[src/rtl/string_literal_escape_decoder_assert.svh]
// Assertion macros used by the top level of the string literal escape decoder.
`ifndef STRING_LITERAL_ESCAPE_DECODER_ASSERT_SVH
`define STRING_LITERAL_ESCAPE_DECODER_ASSERT_SVH
`ifndef SYNTHESIS
// Same-cycle implication, checked at every rising edge outside reset.
`define SLED_ASSERT_IMP(label, clk, rst_n, cond, prop, msg) \
    label: assert property (@(posedge clk) disable iff (!rst_n) (cond) |-> (prop)) \
        else $error(msg);
// Next-cycle implication, checked at every rising edge outside reset.
`define SLED_ASSERT_NXT(label, clk, rst_n, cond, prop, msg) \
    label: assert property (@(posedge clk) disable iff (!rst_n) (cond) |=> (prop)) \
        else $error(msg);
`else
`define SLED_ASSERT_IMP(label, clk, rst_n, cond, prop, msg)
`define SLED_ASSERT_NXT(label, clk, rst_n, cond, prop, msg)
`endif
`endif

[src/rtl/sled_pkg.sv]
// Types, error codes and digit helpers for the string literal escape decoder.
package sled_pkg;

    localparam logic [2:0] ERR_NONE    = 3'd0;
    localparam logic [2:0] ERR_BAD_OCT = 3'd1;
    localparam logic [2:0] ERR_BAD_HEX = 3'd2;
    localparam logic [2:0] ERR_UNKNOWN = 3'd3;
    localparam logic [2:0] ERR_OPEN    = 3'd4;

    // One accepted input word.
    typedef struct packed {
        logic [7:0] ch;
        logic       close_literal;
    } t_item;

    // One result word.
    typedef struct packed {
        logic [7:0] byte_out;
        logic       last;
        logic [2:0] error_code;
    } t_result;

    typedef struct packed {
        logic       ok;
        logic [3:0] val;
    } t_digit;

    function automatic t_digit oct_digit(input logic [7:0] ch);
        t_digit d;
        d.ok  = (ch >= "0") && (ch <= "7");
        d.val = {1'b0, ch[2:0]};
        return d;
    endfunction

    // Letters a-f and A-F share their low nibble (1..6), so adding nine gives 10..15.
    function automatic t_digit hex_digit(input logic [7:0] ch);
        t_digit d;
        d.ok  = 1'b0;
        d.val = ch[3:0];
        if ((ch >= "0") && (ch <= "9")) begin
            d.ok = 1'b1;
        end else if (((ch >= "a") && (ch <= "f")) || ((ch >= "A") && (ch <= "F"))) begin
            d.ok  = 1'b1;
            d.val = ch[3:0] + 4'd9;
        end
        return d;
    endfunction

endpackage

[src/rtl/sled_in_stage.sv]
// Input register of the string literal escape decoder.
module sled_in_stage (
    input  logic           i_clk,
    input  logic           i_rst_n,
    input  logic           i_valid,
    output logic           o_ready,
    input  sled_pkg::t_item i_item,
    input  logic           i_advance,
    output logic           o_valid,
    output sled_pkg::t_item o_item
);
    import sled_pkg::*;

    logic  r_valid;
    t_item r_item;

    // The held word leaves whenever the next stage can take it.
    assign o_ready = !r_valid || i_advance;
    assign o_valid = r_valid;
    assign o_item  = r_item;

    always_ff @(posedge i_clk) begin
        if (!i_rst_n) begin
            r_valid <= 1'b0;
        end else if (o_ready) begin
            r_valid <= i_valid;
        end
        if (o_ready && i_valid) begin
            r_item <= i_item;
        end
    end

endmodule

[src/rtl/sled_core.sv]
// Escape decoding state machine of the string literal escape decoder.
module sled_core (
    input  logic             i_clk,
    input  logic             i_rst_n,
    input  logic             i_fire,
    input  sled_pkg::t_item  i_item,
    output logic             o_res_valid,
    output sled_pkg::t_result o_res
);
    import sled_pkg::*;

    typedef enum logic [2:0] {
        M_NORMAL = 3'd0,
        M_ESC    = 3'd1,
        M_OCT1   = 3'd2,
        M_OCT2   = 3'd3,
        M_HEX1   = 3'd4,
        M_HEX2   = 3'd5,
        M_DEAD   = 3'd6
    } t_mode;

    t_mode      r_mode;
    t_mode      n_mode;
    logic [3:0] r_digit;
    logic [3:0] n_digit;
    t_digit     oct_d;
    t_digit     hex_d;

    assign oct_d = oct_digit(i_item.ch);
    assign hex_d = hex_digit(i_item.ch);

    always_comb begin
        n_mode      = r_mode;
        n_digit     = r_digit;
        o_res_valid = 1'b0;
        o_res       = '{byte_out: 8'd0, last: 1'b0, error_code: ERR_NONE};
        if (i_item.close_literal) begin
            n_mode  = M_NORMAL;
            n_digit = 4'd0;
            case (r_mode)
                M_DEAD: begin
                    // A dead literal ends silently; its error was already sent.
                end
                M_ESC, M_OCT1, M_OCT2, M_HEX1, M_HEX2: begin
                    o_res_valid = 1'b1;
                    o_res = '{byte_out: 8'd0, last: 1'b1, error_code: ERR_OPEN};
                end
                default: begin
                    o_res_valid = 1'b1;
                    o_res = '{byte_out: 8'd0, last: 1'b1, error_code: ERR_NONE};
                end
            endcase
        end else begin
            case (r_mode)
                M_DEAD: begin
                end
                M_ESC: begin
                    n_mode      = M_NORMAL;
                    o_res_valid = 1'b1;
                    case (i_item.ch)
                        "0":  begin
                            n_mode      = M_OCT1;
                            o_res_valid = 1'b0;
                        end
                        "x":  begin
                            n_mode      = M_HEX1;
                            o_res_valid = 1'b0;
                        end
                        "a":  o_res.byte_out = 8'd7;
                        "b":  o_res.byte_out = 8'd8;
                        "f":  o_res.byte_out = 8'd12;
                        "n":  o_res.byte_out = 8'd10;
                        "r":  o_res.byte_out = 8'd13;
                        "t":  o_res.byte_out = 8'd9;
                        "v":  o_res.byte_out = 8'd11;
                        "'":  o_res.byte_out = 8'd39;
                        "\"": o_res.byte_out = 8'd34;
                        "\\": o_res.byte_out = 8'd92;
                        "?":  o_res.byte_out = 8'd63;
                        default: begin
                            n_mode  = M_DEAD;
                            n_digit = 4'd0;
                            o_res   = '{byte_out: 8'd0, last: 1'b1, error_code: ERR_UNKNOWN};
                        end
                    endcase
                end
                M_OCT1, M_OCT2: begin
                    o_res_valid = 1'b1;
                    if (!oct_d.ok) begin
                        n_mode  = M_DEAD;
                        n_digit = 4'd0;
                        o_res   = '{byte_out: 8'd0, last: 1'b1, error_code: ERR_BAD_OCT};
                    end else if (r_mode == M_OCT1) begin
                        n_mode      = M_OCT2;
                        n_digit     = oct_d.val;
                        o_res_valid = 1'b0;
                    end else begin
                        n_mode         = M_NORMAL;
                        n_digit        = 4'd0;
                        o_res.byte_out = {2'b00, r_digit[2:0], oct_d.val[2:0]};
                    end
                end
                M_HEX1, M_HEX2: begin
                    o_res_valid = 1'b1;
                    if (!hex_d.ok) begin
                        n_mode  = M_DEAD;
                        n_digit = 4'd0;
                        o_res   = '{byte_out: 8'd0, last: 1'b1, error_code: ERR_BAD_HEX};
                    end else if (r_mode == M_HEX1) begin
                        n_mode      = M_HEX2;
                        n_digit     = hex_d.val;
                        o_res_valid = 1'b0;
                    end else begin
                        n_mode         = M_NORMAL;
                        n_digit        = 4'd0;
                        o_res.byte_out = {r_digit, hex_d.val};
                    end
                end
                default: begin
                    // Plain character mode; an unused mode code behaves the same.
                    n_mode = M_NORMAL;
                    if (i_item.ch == "\\") begin
                        n_mode = M_ESC;
                    end else begin
                        o_res_valid    = 1'b1;
                        o_res.byte_out = i_item.ch;
                    end
                end
            endcase
        end
    end

    always_ff @(posedge i_clk) begin
        if (!i_rst_n) begin
            r_mode  <= M_NORMAL;
            r_digit <= 4'd0;
        end else if (i_fire) begin
            r_mode  <= n_mode;
            r_digit <= n_digit;
        end
    end

endmodule

[src/rtl/sled_out_stage.sv]
// Result register of the string literal escape decoder.
module sled_out_stage (
    input  logic              i_clk,
    input  logic              i_rst_n,
    input  logic              i_load,
    input  logic              i_res_valid,
    input  sled_pkg::t_result i_res,
    input  logic              i_ready,
    output logic              o_free,
    output logic              o_valid,
    output sled_pkg::t_result o_res
);
    import sled_pkg::*;

    logic    r_valid;
    t_result r_res;

    // Free when empty or when the held word is taken in this cycle.
    assign o_free  = !r_valid || i_ready;
    assign o_valid = r_valid;
    assign o_res   = r_res;

    always_ff @(posedge i_clk) begin
        if (!i_rst_n) begin
            r_valid <= 1'b0;
        end else if (o_free) begin
            r_valid <= i_load && i_res_valid;
        end
        if (o_free && i_load && i_res_valid) begin
            r_res <= i_res;
        end
    end

endmodule

[src/rtl/string_literal_escape_decoder.sv]
// Top level of the string literal escape decoder.
//
//   Channel   Direction  tdata (low bit up)   tlast           tuser
//   s_axis    in         ch[7:0]              close_literal   -
//   m_axis    out        byte_out[7:0]        last            error_code[2:0]
//
// A word accepted on s_axis is registered in the input register, decoded from
// there once the result register is free, and its result (if any) is then
// registered in the output register. One word is accepted per cycle while
// m_axis keeps up; a stalled result blocks the decode step, and the input
// register then holds one more word. Reset is synchronous and active low; it
// empties both registers and puts the decoder in plain character mode.
`include "string_literal_escape_decoder_assert.svh"
module string_literal_escape_decoder (
    input  logic       i_clk,
    input  logic       i_rst_n,
    input  logic       s_axis_tvalid,
    output logic       s_axis_tready,
    input  logic [7:0] s_axis_tdata,   // ch[7:0]
    input  logic       s_axis_tlast,   // close_literal
    output logic       m_axis_tvalid,
    input  logic       m_axis_tready,
    output logic [7:0] m_axis_tdata,   // byte_out[7:0]
    output logic       m_axis_tlast,   // last
    output logic [2:0] m_axis_tuser    // error_code[2:0]
);
    import sled_pkg::*;

    t_item   in_item;
    t_item   held_item;
    logic    held_valid;
    logic    out_free;
    logic    fire;
    logic    res_valid;
    t_result res;
    t_result out_res;

    assign in_item = '{ch: s_axis_tdata, close_literal: s_axis_tlast};

    // The held word is decoded in the cycle that the result register can take it.
    assign fire = held_valid && out_free;

    sled_in_stage u_in (
        .i_clk     (i_clk),
        .i_rst_n   (i_rst_n),
        .i_valid   (s_axis_tvalid),
        .o_ready   (s_axis_tready),
        .i_item    (in_item),
        .i_advance (out_free),
        .o_valid   (held_valid),
        .o_item    (held_item)
    );

    sled_core u_core (
        .i_clk       (i_clk),
        .i_rst_n     (i_rst_n),
        .i_fire      (fire),
        .i_item      (held_item),
        .o_res_valid (res_valid),
        .o_res       (res)
    );

    sled_out_stage u_out (
        .i_clk       (i_clk),
        .i_rst_n     (i_rst_n),
        .i_load      (fire),
        .i_res_valid (res_valid),
        .i_res       (res),
        .i_ready     (m_axis_tready),
        .o_free      (out_free),
        .o_valid     (m_axis_tvalid),
        .o_res       (out_res)
    );

    assign m_axis_tdata = out_res.byte_out;
    assign m_axis_tlast = out_res.last;
    assign m_axis_tuser = out_res.error_code;

    // Every error result ends the literal and carries a zero byte.
    `SLED_ASSERT_IMP(a_err_is_last, i_clk, i_rst_n,
        m_axis_tvalid && (m_axis_tuser != ERR_NONE),
        m_axis_tlast && (m_axis_tdata == 8'd0), "error result without last or zero byte")
    // A clean end of literal is the zero terminator.
    `SLED_ASSERT_IMP(a_term_zero, i_clk, i_rst_n,
        m_axis_tvalid && m_axis_tlast && (m_axis_tuser == ERR_NONE),
        m_axis_tdata == 8'd0, "terminator byte is not zero")
    // Only the defined error codes appear.
    `SLED_ASSERT_IMP(a_err_range, i_clk, i_rst_n, m_axis_tvalid,
        (m_axis_tuser == ERR_NONE) || (m_axis_tuser == ERR_BAD_OCT) ||
        (m_axis_tuser == ERR_BAD_HEX) || (m_axis_tuser == ERR_UNKNOWN) ||
        (m_axis_tuser == ERR_OPEN), "undefined error code")
    // A word that cannot be decoded stays in the input register unchanged.
    `SLED_ASSERT_NXT(a_hold_input, i_clk, i_rst_n, held_valid && !out_free,
        held_valid && $stable(held_item), "held input word lost while blocked")
    // A decoded result shows on m_axis in the next cycle.
    `SLED_ASSERT_NXT(a_result_out, i_clk, i_rst_n, fire && res_valid,
        m_axis_tvalid, "decoded result did not reach the output")

endmodule
[config.mk]
export PLATFORM = sky130hd
export DESIGN_NAME = string_literal_escape_decoder
export DESIGN_NICKNAME = d
export VERILOG_FILES = /design/src/rtl/sled_pkg.sv /design/src/rtl/sled_in_stage.sv /design/src/rtl/sled_core.sv /design/src/rtl/sled_out_stage.sv /design/src/rtl/string_literal_escape_decoder.sv
export VERILOG_INCLUDE_DIRS = /design/src /design/src/rtl
export SDC_FILE = /design/constraint.sdc
export NUM_CORES = 1
export LEC_CHECK = 0
export BUFFER_PORTS_ARGS = -buffer_cell sky130_fd_sc_hd__buf_2
export CELL_PAD_IN_SITES_DETAIL_PLACEMENT = 0
export CELL_PAD_IN_SITES_GLOBAL_PLACEMENT = 1
export CORE_MARGIN = 10
export CORE_UTILIZATION = 30
export CTS_BUF_LIST = sky130_fd_sc_hd__clkbuf_8 sky130_fd_sc_hd__clkbuf_16
export DETAILED_ROUTE_END_ITERATION = 10
export GPL_TIMING_DRIVEN = 0
export PLACE_DENSITY_LB_ADDON = 0.1
export SLEW_MARGIN = 20
export SYNTH_ARGS = -nofsm -noshare
export SYNTH_HDL_FRONTEND = slang
export SYNTH_SLANG_ARGS = --single-unit
export TNS_END_PERCENT = 10
[constraint.sdc]
create_clock -name i_clk -period 3.01 [get_ports i_clk]
set_clock_uncertainty 0.1 [all_clocks]
set_input_delay 0.602 -clock i_clk [delete_from_list [all_inputs] [get_ports i_clk]]
set_output_delay 0.602 -clock i_clk [all_outputs]
set_load 0.01 [all_outputs]
==> metrics.csv, run 1 <==
stage,metric,value,unit
timing,setup ws final,169,ps
timing,min cycle time layout,2840,ps
pwr,Comb power frac,13.2,%
pwr,sw frac,25.3,%
global_routing,GRT Total Usage,11.2,%
cells_and_area,"Core Util, Final",37.0,%
global_routing,grt ovf,0,
cells_and_area,# fillers,739,
pwr,Clock power frac,35.7,%
worst_setup_path,Critical Path RT,2900,ps
logic_synthesis,simple logic cell fraction of the synthesized area,30.2,%
timing,"Setup violations, final",0,
cells_and_area,nets,301,
pwr,Cell Int Power,687,µW
logic_synthesis,Synth Area in Adders,3.45,%
clock_network,clk sink count,30,
global_routing,largest net degree at the start of global routing,13,
logic_synthesis,multiplexer share of the synthesized area,2.36,%
place,dpl hpwl,4780,µm
worst_setup_path,kind of critical path,reg2reg,
timing,FMAX,352,MHz
worst_setup_path,Crit. End Element,register,
route,DRT Pass-1 Iters,4,
cells_and_area,"Design Area, Final",2550,µm²
logic_synthesis,syn_area_per_cell,8.73,µm²
floorplanning,Top Ports,27,
hold_path,hold path depth,1,
run_status,status,finished clean,
logic_synthesis,Yosys reg bits,30,
clock_network,Max clock buf depth,2,
logic_synthesis,Post-synth EDFFs,21,
run,total of max-cap violations,0,
worst_setup_path,R2R depth,8,
floorplanning,DIE WIDTH,105,µm
clock_network,root buffer cell,clkbuf_8,
clock_network,total CTS buffers,5,
global_routing,number of global-route vias before repair,1950,
logic_synthesis,Syn Inst Count,249,
worst_setup_path,critical path peak fanout,11,
cells_and_area,Multi-input gate area,1270,µm²
cells_and_area,diodes inserted,0,
place,DP Area,2420,µm²
place,port bufs,26,
hold_path,Hold Path Class,in2reg,
place,routability cong.,0.874,
floorplanning,total core area,6910,µm²
logic_synthesis,Synth Area in XOR/XNOR,0.403,%
pwr,Leakage,0.000914,µW
pwr,sequential share of power,51.1,%
logic_synthesis,"Async S/R FF share, synth",0,%
cells_and_area,fraction of layout instances using a drive strength above 1,20.5,%
route,drc violations,0,
logic_synthesis,Most used DFF post-synth,edfxtp_1,
global_routing,initial antenna violation count,0,
logic_synthesis,compound-gate portion of the synthesized area,21.2,%
logic_synthesis,Synth Warn #,0,
pwr,Peak VDD IR,0.174,mV
clock_network,hold buffers post-CTS,0,
pwr,PwrDens,360,nW/µm²
pwr,NetSw,233,µW
floorplanning,Initial Utilization,31.5,%
clock_network,clk_lat worst skew,280,ps
floorplanning,Die Y,105,µm
cells_and_area,area delta synth->final,17.5,%
timing,Final Max Tran Viols,0,
route,drt wl/cell,16.4,µm
worst_setup_path,Worst Path Arrival,2730,ps
cells_and_area,FF/Latch Area,811,µm²
clock_network,TritonCTS clock tree,done,
logic_synthesis,Synth cell types,63,
route,vias,1985,
floorplanning,std cell rows,30,
worst_setup_path,Worst setup SP type,register,
timing,setup_tns,0,ps
timing,Worst Max-Slew Pin Slew,621,ps
floorplanning,die area,11100,µm²
timing,"Hold Vio Cnt, Final",0,
timing,unrepaired setup endpoints after global routing,no,
logic_synthesis,syn_nets,268,
logic_synthesis,Post-Syn Area,2170,µm²
global_routing,first-pass GRT wire length,10400,µm
pwr,Power Total,919,µW
logic_synthesis,largest family of logic cells by synthesized area,simple AND/OR/NAND/NOR gates,
route,Iteration-0 DRC Markers,135,
route,Via-to-Cell Ratio,5.24,
clock_network,Clock Pin Slew Worst Setup and Hold Paths,60,ps
clock_network,H-tree Lvls,2,
timing,period utilization,94.4,%
route,wire length after detailed routing,6230,µm
logic_synthesis,sequential area share after synthesis,37.3,%
timing,Slew headroom,58.3,%
route,Antenna Violating Nets Remaining,0,
place,"worst slack, placed",-745,ps
-- layout by cell type (no fill, tap or decap), types with 7 or more instances in the layout --
master	n
buf_2	31
nand2_1	26
nor2_1	21
edfxtp_1	21
nor3_1	13
a21oi_1	13
nand3_1	12
o21ai_0	11
inv_1	9
clkbuf_1	9
dfxtp_1	9
nand2b_1	7
-- stage by stage --
stage / hold slack [ps] / std cells
after CTS: 390 / 379
final: 397 / 379
after floorplan: 338 / 249
after detailed placement: 387 / 371
after global placement: 394 / 371
after global routing: 388 / 379
-- state kept, by name (all words and copies together), names as in the netlist --
register / cells
u_out.o_res: 12
u_in.o_item: 9
u_core.r_digit: 4
u_core.r_mode: 3
u_in.o_valid: 1
u_out.o_valid: 1
-- synthesized netlist by cell type (3+ instances only) --
cell / instances / area, µm²
a21oi_1: 13 / 65.1
a221o_1: 3 / 30.0
a22oi_1: 3 / 22.5
a31oi_1: 3 / 18.8
and2_1: 3 / 18.8
buf_2: 5 / 25.0
clkbuf_1: 11 / 41.3
dfxtp_1: 9 / 180
edfxtp_1: 21 / 631
ha_1: 6 / 75.1
inv_1: 7 / 26.3
mux2i_1: 4 / 40.0
nand2_1: 26 / 97.6
nand2b_1: 7 / 43.8
nand3_1: 12 / 60.1
nand3b_1: 5 / 37.5
nor2_1: 23 / 86.3
nor2b_1: 5 / 31.3
nor3_1: 13 / 65.1
nor4_1: 5 / 31.3
o21ai_0: 12 / 60.1
-- worst max-delay path, stage by stage (launching register included) --
cell      delay [ps]
edfxtp_1         500
inv_1            150
ha_1             310
o21ba_2          260
o21ai_1          320
nand4_1          150
a221o_1          430
nor2_4           170
buf_12           140
-- final cells by class --
class                           count  area share (%)
Sequential cell                    30            31.7
Timing Repair Buffer               28            6.17
Multi-Input combinational cell    194            49.8
Tap cell                           96            4.70
Inverter                            7            1.03
Buffer                             16            3.04
Clock buffer                        6            3.23
Clock inverter                      2           0.294
-- path summary, 6_finish.rpt --
check	from	endpoint	slack, ps
max	u_in.o_item[1]	u_out.o_res[4]	170
min	s_axis_tdata[6]	u_in.o_item[7]	400
max reg2reg	u_in.o_item[1]	u_out.o_res[4]	170
min reg2reg	u_core.r_digit[3]	u_core.r_digit[3]	400
-- power groups by stage --
stage / sequential, µW / clock (µW) / combinational (µW)
4_1_cts: 470 / 338 / 118
5_1_grt: 471 / 352 / 134
3_3_place_gp: 478 / 0 / 117
6_report: 469 / 328 / 122
3_5_place_dp: 479 / 0 / 116
2_1_floorplan: 482 / 0 / 71.1
-- what timing repair did --
action                                  CTS  global route
buffers inserted                          1             1
endpoints found under the setup margin   15            16
gates resized for setup                   3             3
pin swaps                                 1             2
cloned                                    0             0
-- routing by layer --
metal	routed length, µm	global-route usage (%)
met1	3060	15.2
met2	2760	17.5
met3	359	2.70
met4	44	2.55
met5	0	0
-- cells by family after synthesis --
group | after synthesis
xor gates and xnor gates | 1
buffers and inverters | 25
muxes | 5
DFF | 30
and+or+nand+nor | 119
AOI/OAI and AO/OA | 63
adders and majority gates | 6
Power figures use the tool's default switching activity.
==> run 2: changes to the inputs <==
- GPL_TIMING_DRIVEN: 0 -> 1
==> metrics.csv, run 2 (synthesis gave the netlist of run 1 again) <==
stage,metric,value,unit
worst_setup_path,Worst setup SP type,register,
pwr,NetSw,243,µW
hold_path,Hold Path Class,in2reg,
hold_path,hold path depth,1,
clock_network,clk sink count,30,
global_routing,met1 Use GR,16.0,%
floorplanning,total core area,6910,µm²
floorplanning,DIE WIDTH,105,µm
pwr,Clock power frac,40.2,%
clock_network,clk_lat worst skew,280,ps
timing,"Setup violations, final",0,
timing,Slew headroom,63.9,%
global_routing,initial antenna violation count,0,
timing,min cycle time layout,2680,ps
cells_and_area,area delta synth->final,19.7,%
route,drc violations,0,
route,vias,2048,
route,DRT Pass-1 Iters,4,
cells_and_area,diodes inserted,0,
worst_setup_path,Worst Path Arrival,2620,ps
floorplanning,std cell rows,30,
pwr,Leakage,0.000960,µW
global_routing,met2 usage,17.6,%
place,dpl hpwl,5130,µm
worst_setup_path,Crit. End Element,register,
clock_network,root buffer cell,clkbuf_8,
timing,setup_tns,0,ps
clock_network,Max clock buf depth,2,
pwr,sw frac,24.4,%
floorplanning,die area,11100,µm²
global_routing,GRT Total Usage,11.7,%
clock_network,Clock Pin Slew Worst Setup and Hold Paths,70,ps
pwr,Comb power frac,11.9,%
route,drt wl/cell,17.0,µm
cells_and_area,"Core Util, Final",37.7,%
clock_network,post-CTS sizing,0,
place,"worst slack, placed",340,ps
cells_and_area,# fillers,727,
global_routing,largest net degree at the start of global routing,13,
global_routing,first-pass GRT wire length,10600,µm
pwr,Peak VDD IR,0.219,mV
pwr,PwrDens,382,nW/µm²
timing,unrepaired setup endpoints after global routing,no,
floorplanning,Top Ports,27,
worst_setup_path,critical path peak fanout,12,
place,port bufs,26,
cells_and_area,nets,304,
timing,"Hold Vio Cnt, Final",0,
pwr,sequential share of power,47.9,%
global_routing,grt met3 use,2.58,%
route,Iteration-0 DRC Markers,311,
place,routability cong.,0.872,
route,Via-to-Cell Ratio,5.36,
global_routing,grt ovf,0,
timing,FMAX,373,MHz
worst_setup_path,kind of critical path,reg2reg,
global_routing,number of global-route vias before repair,1965,
clock_network,hold buffers post-CTS,0,
floorplanning,Die Y,105,µm
cells_and_area,most frequent cells in the layout,"nand2_1, buf_2, nor2_1",
clock_network,H-tree Lvls,2,
worst_setup_path,R2R depth,9,
run,total of max-cap violations,0,
floorplanning,Initial Utilization,31.5,%
run_status,status,finished clean,
pwr,Power Total,994,µW
global_routing,GRT busiest layer,met2,
cells_and_area,max reg flops,12,
clock_network,Post-CTS Setup Inserts,0,
clock_network,TritonCTS clock tree,done,
cells_and_area,fraction of layout instances using a drive strength above 1,23.1,%
timing,worst hold margin,387,ps
route,Antenna Violating Nets Remaining,0,
timing,setup ws final,326,ps
clock_network,total CTS buffers,5,
pwr,Cell Int Power,751,µW
timing,period utilization,89.2,%
timing,Worst Max-Slew Pin Slew,527,ps
worst_setup_path,Critical Path RT,2940,ps
route,wire length after detailed routing,6480,µm
timing,Final Max Tran Viols,0,
## run 2: final cells by class
class | instances | area (µm²) | area share [%]
clock buffer | 5 | 68.8 | 2.64
timing repair buffer | 47 | 288 | 11.1
multi-input combinational | 194 | 1250 | 48.1
inverter | 7 | 26.3 | 1.01
clock inverter | 3 | 37.5 | 1.44
sequential | 30 | 811 | 31.1
tap | 96 | 120 | 4.61
## run 2: power groups by stage
stage          clock network [µW]  logic, µW  registers, µW
3_5_place_dp                    0        118            485
5_1_grt                       425        132            479
4_1_cts                       413        119            476
2_1_floorplan                   0       71.1            482
3_3_place_gp                    0        121            485
6_report                      399        119            476
## run 2: stage by stage
stage / instances / instance area, µm²
6_report: 382 / 2600
5_1_grt: 382 / 2600
4_1_cts: 382 / 2600
3_5_place_dp: 374 / 2500
3_3_place_gp: 374 / 2500
2_1_floorplan: 249 / 2170
## run 2: final timing paths
path	to	slack (ps)	startpoint
setup / recovery	u_out.o_res[7]	330	u_in.o_item[1]
hold / removal	u_in.o_item[0]	390	s_axis_tlast
setup reg to reg	u_out.o_res[7]	330	u_in.o_item[1]
hold reg to reg	u_core.r_digit[3]	420	u_core.r_digit[3]
## run 2: layer usage
| layer | wire (µm) | up-vias |
|---|---|---|
| met5 | 0 | - |
| met4 | 126 | 0 |
| met3 | 485 | 8 |
| met2 | 2890 | 80 |
| met1 | 2970 | 954 |
| li1 | - | 1006 |
## run 2: worst max-delay path, stage by stage, from the launching register on
cell and delay [ps]:
edfxtp_1 380, inv_1 140, ha_1 290, nand3_1 130, or4_1 590, buf_4 220
nor3_1 170, a221o_1 170, nor2_1 50, buf_4 180
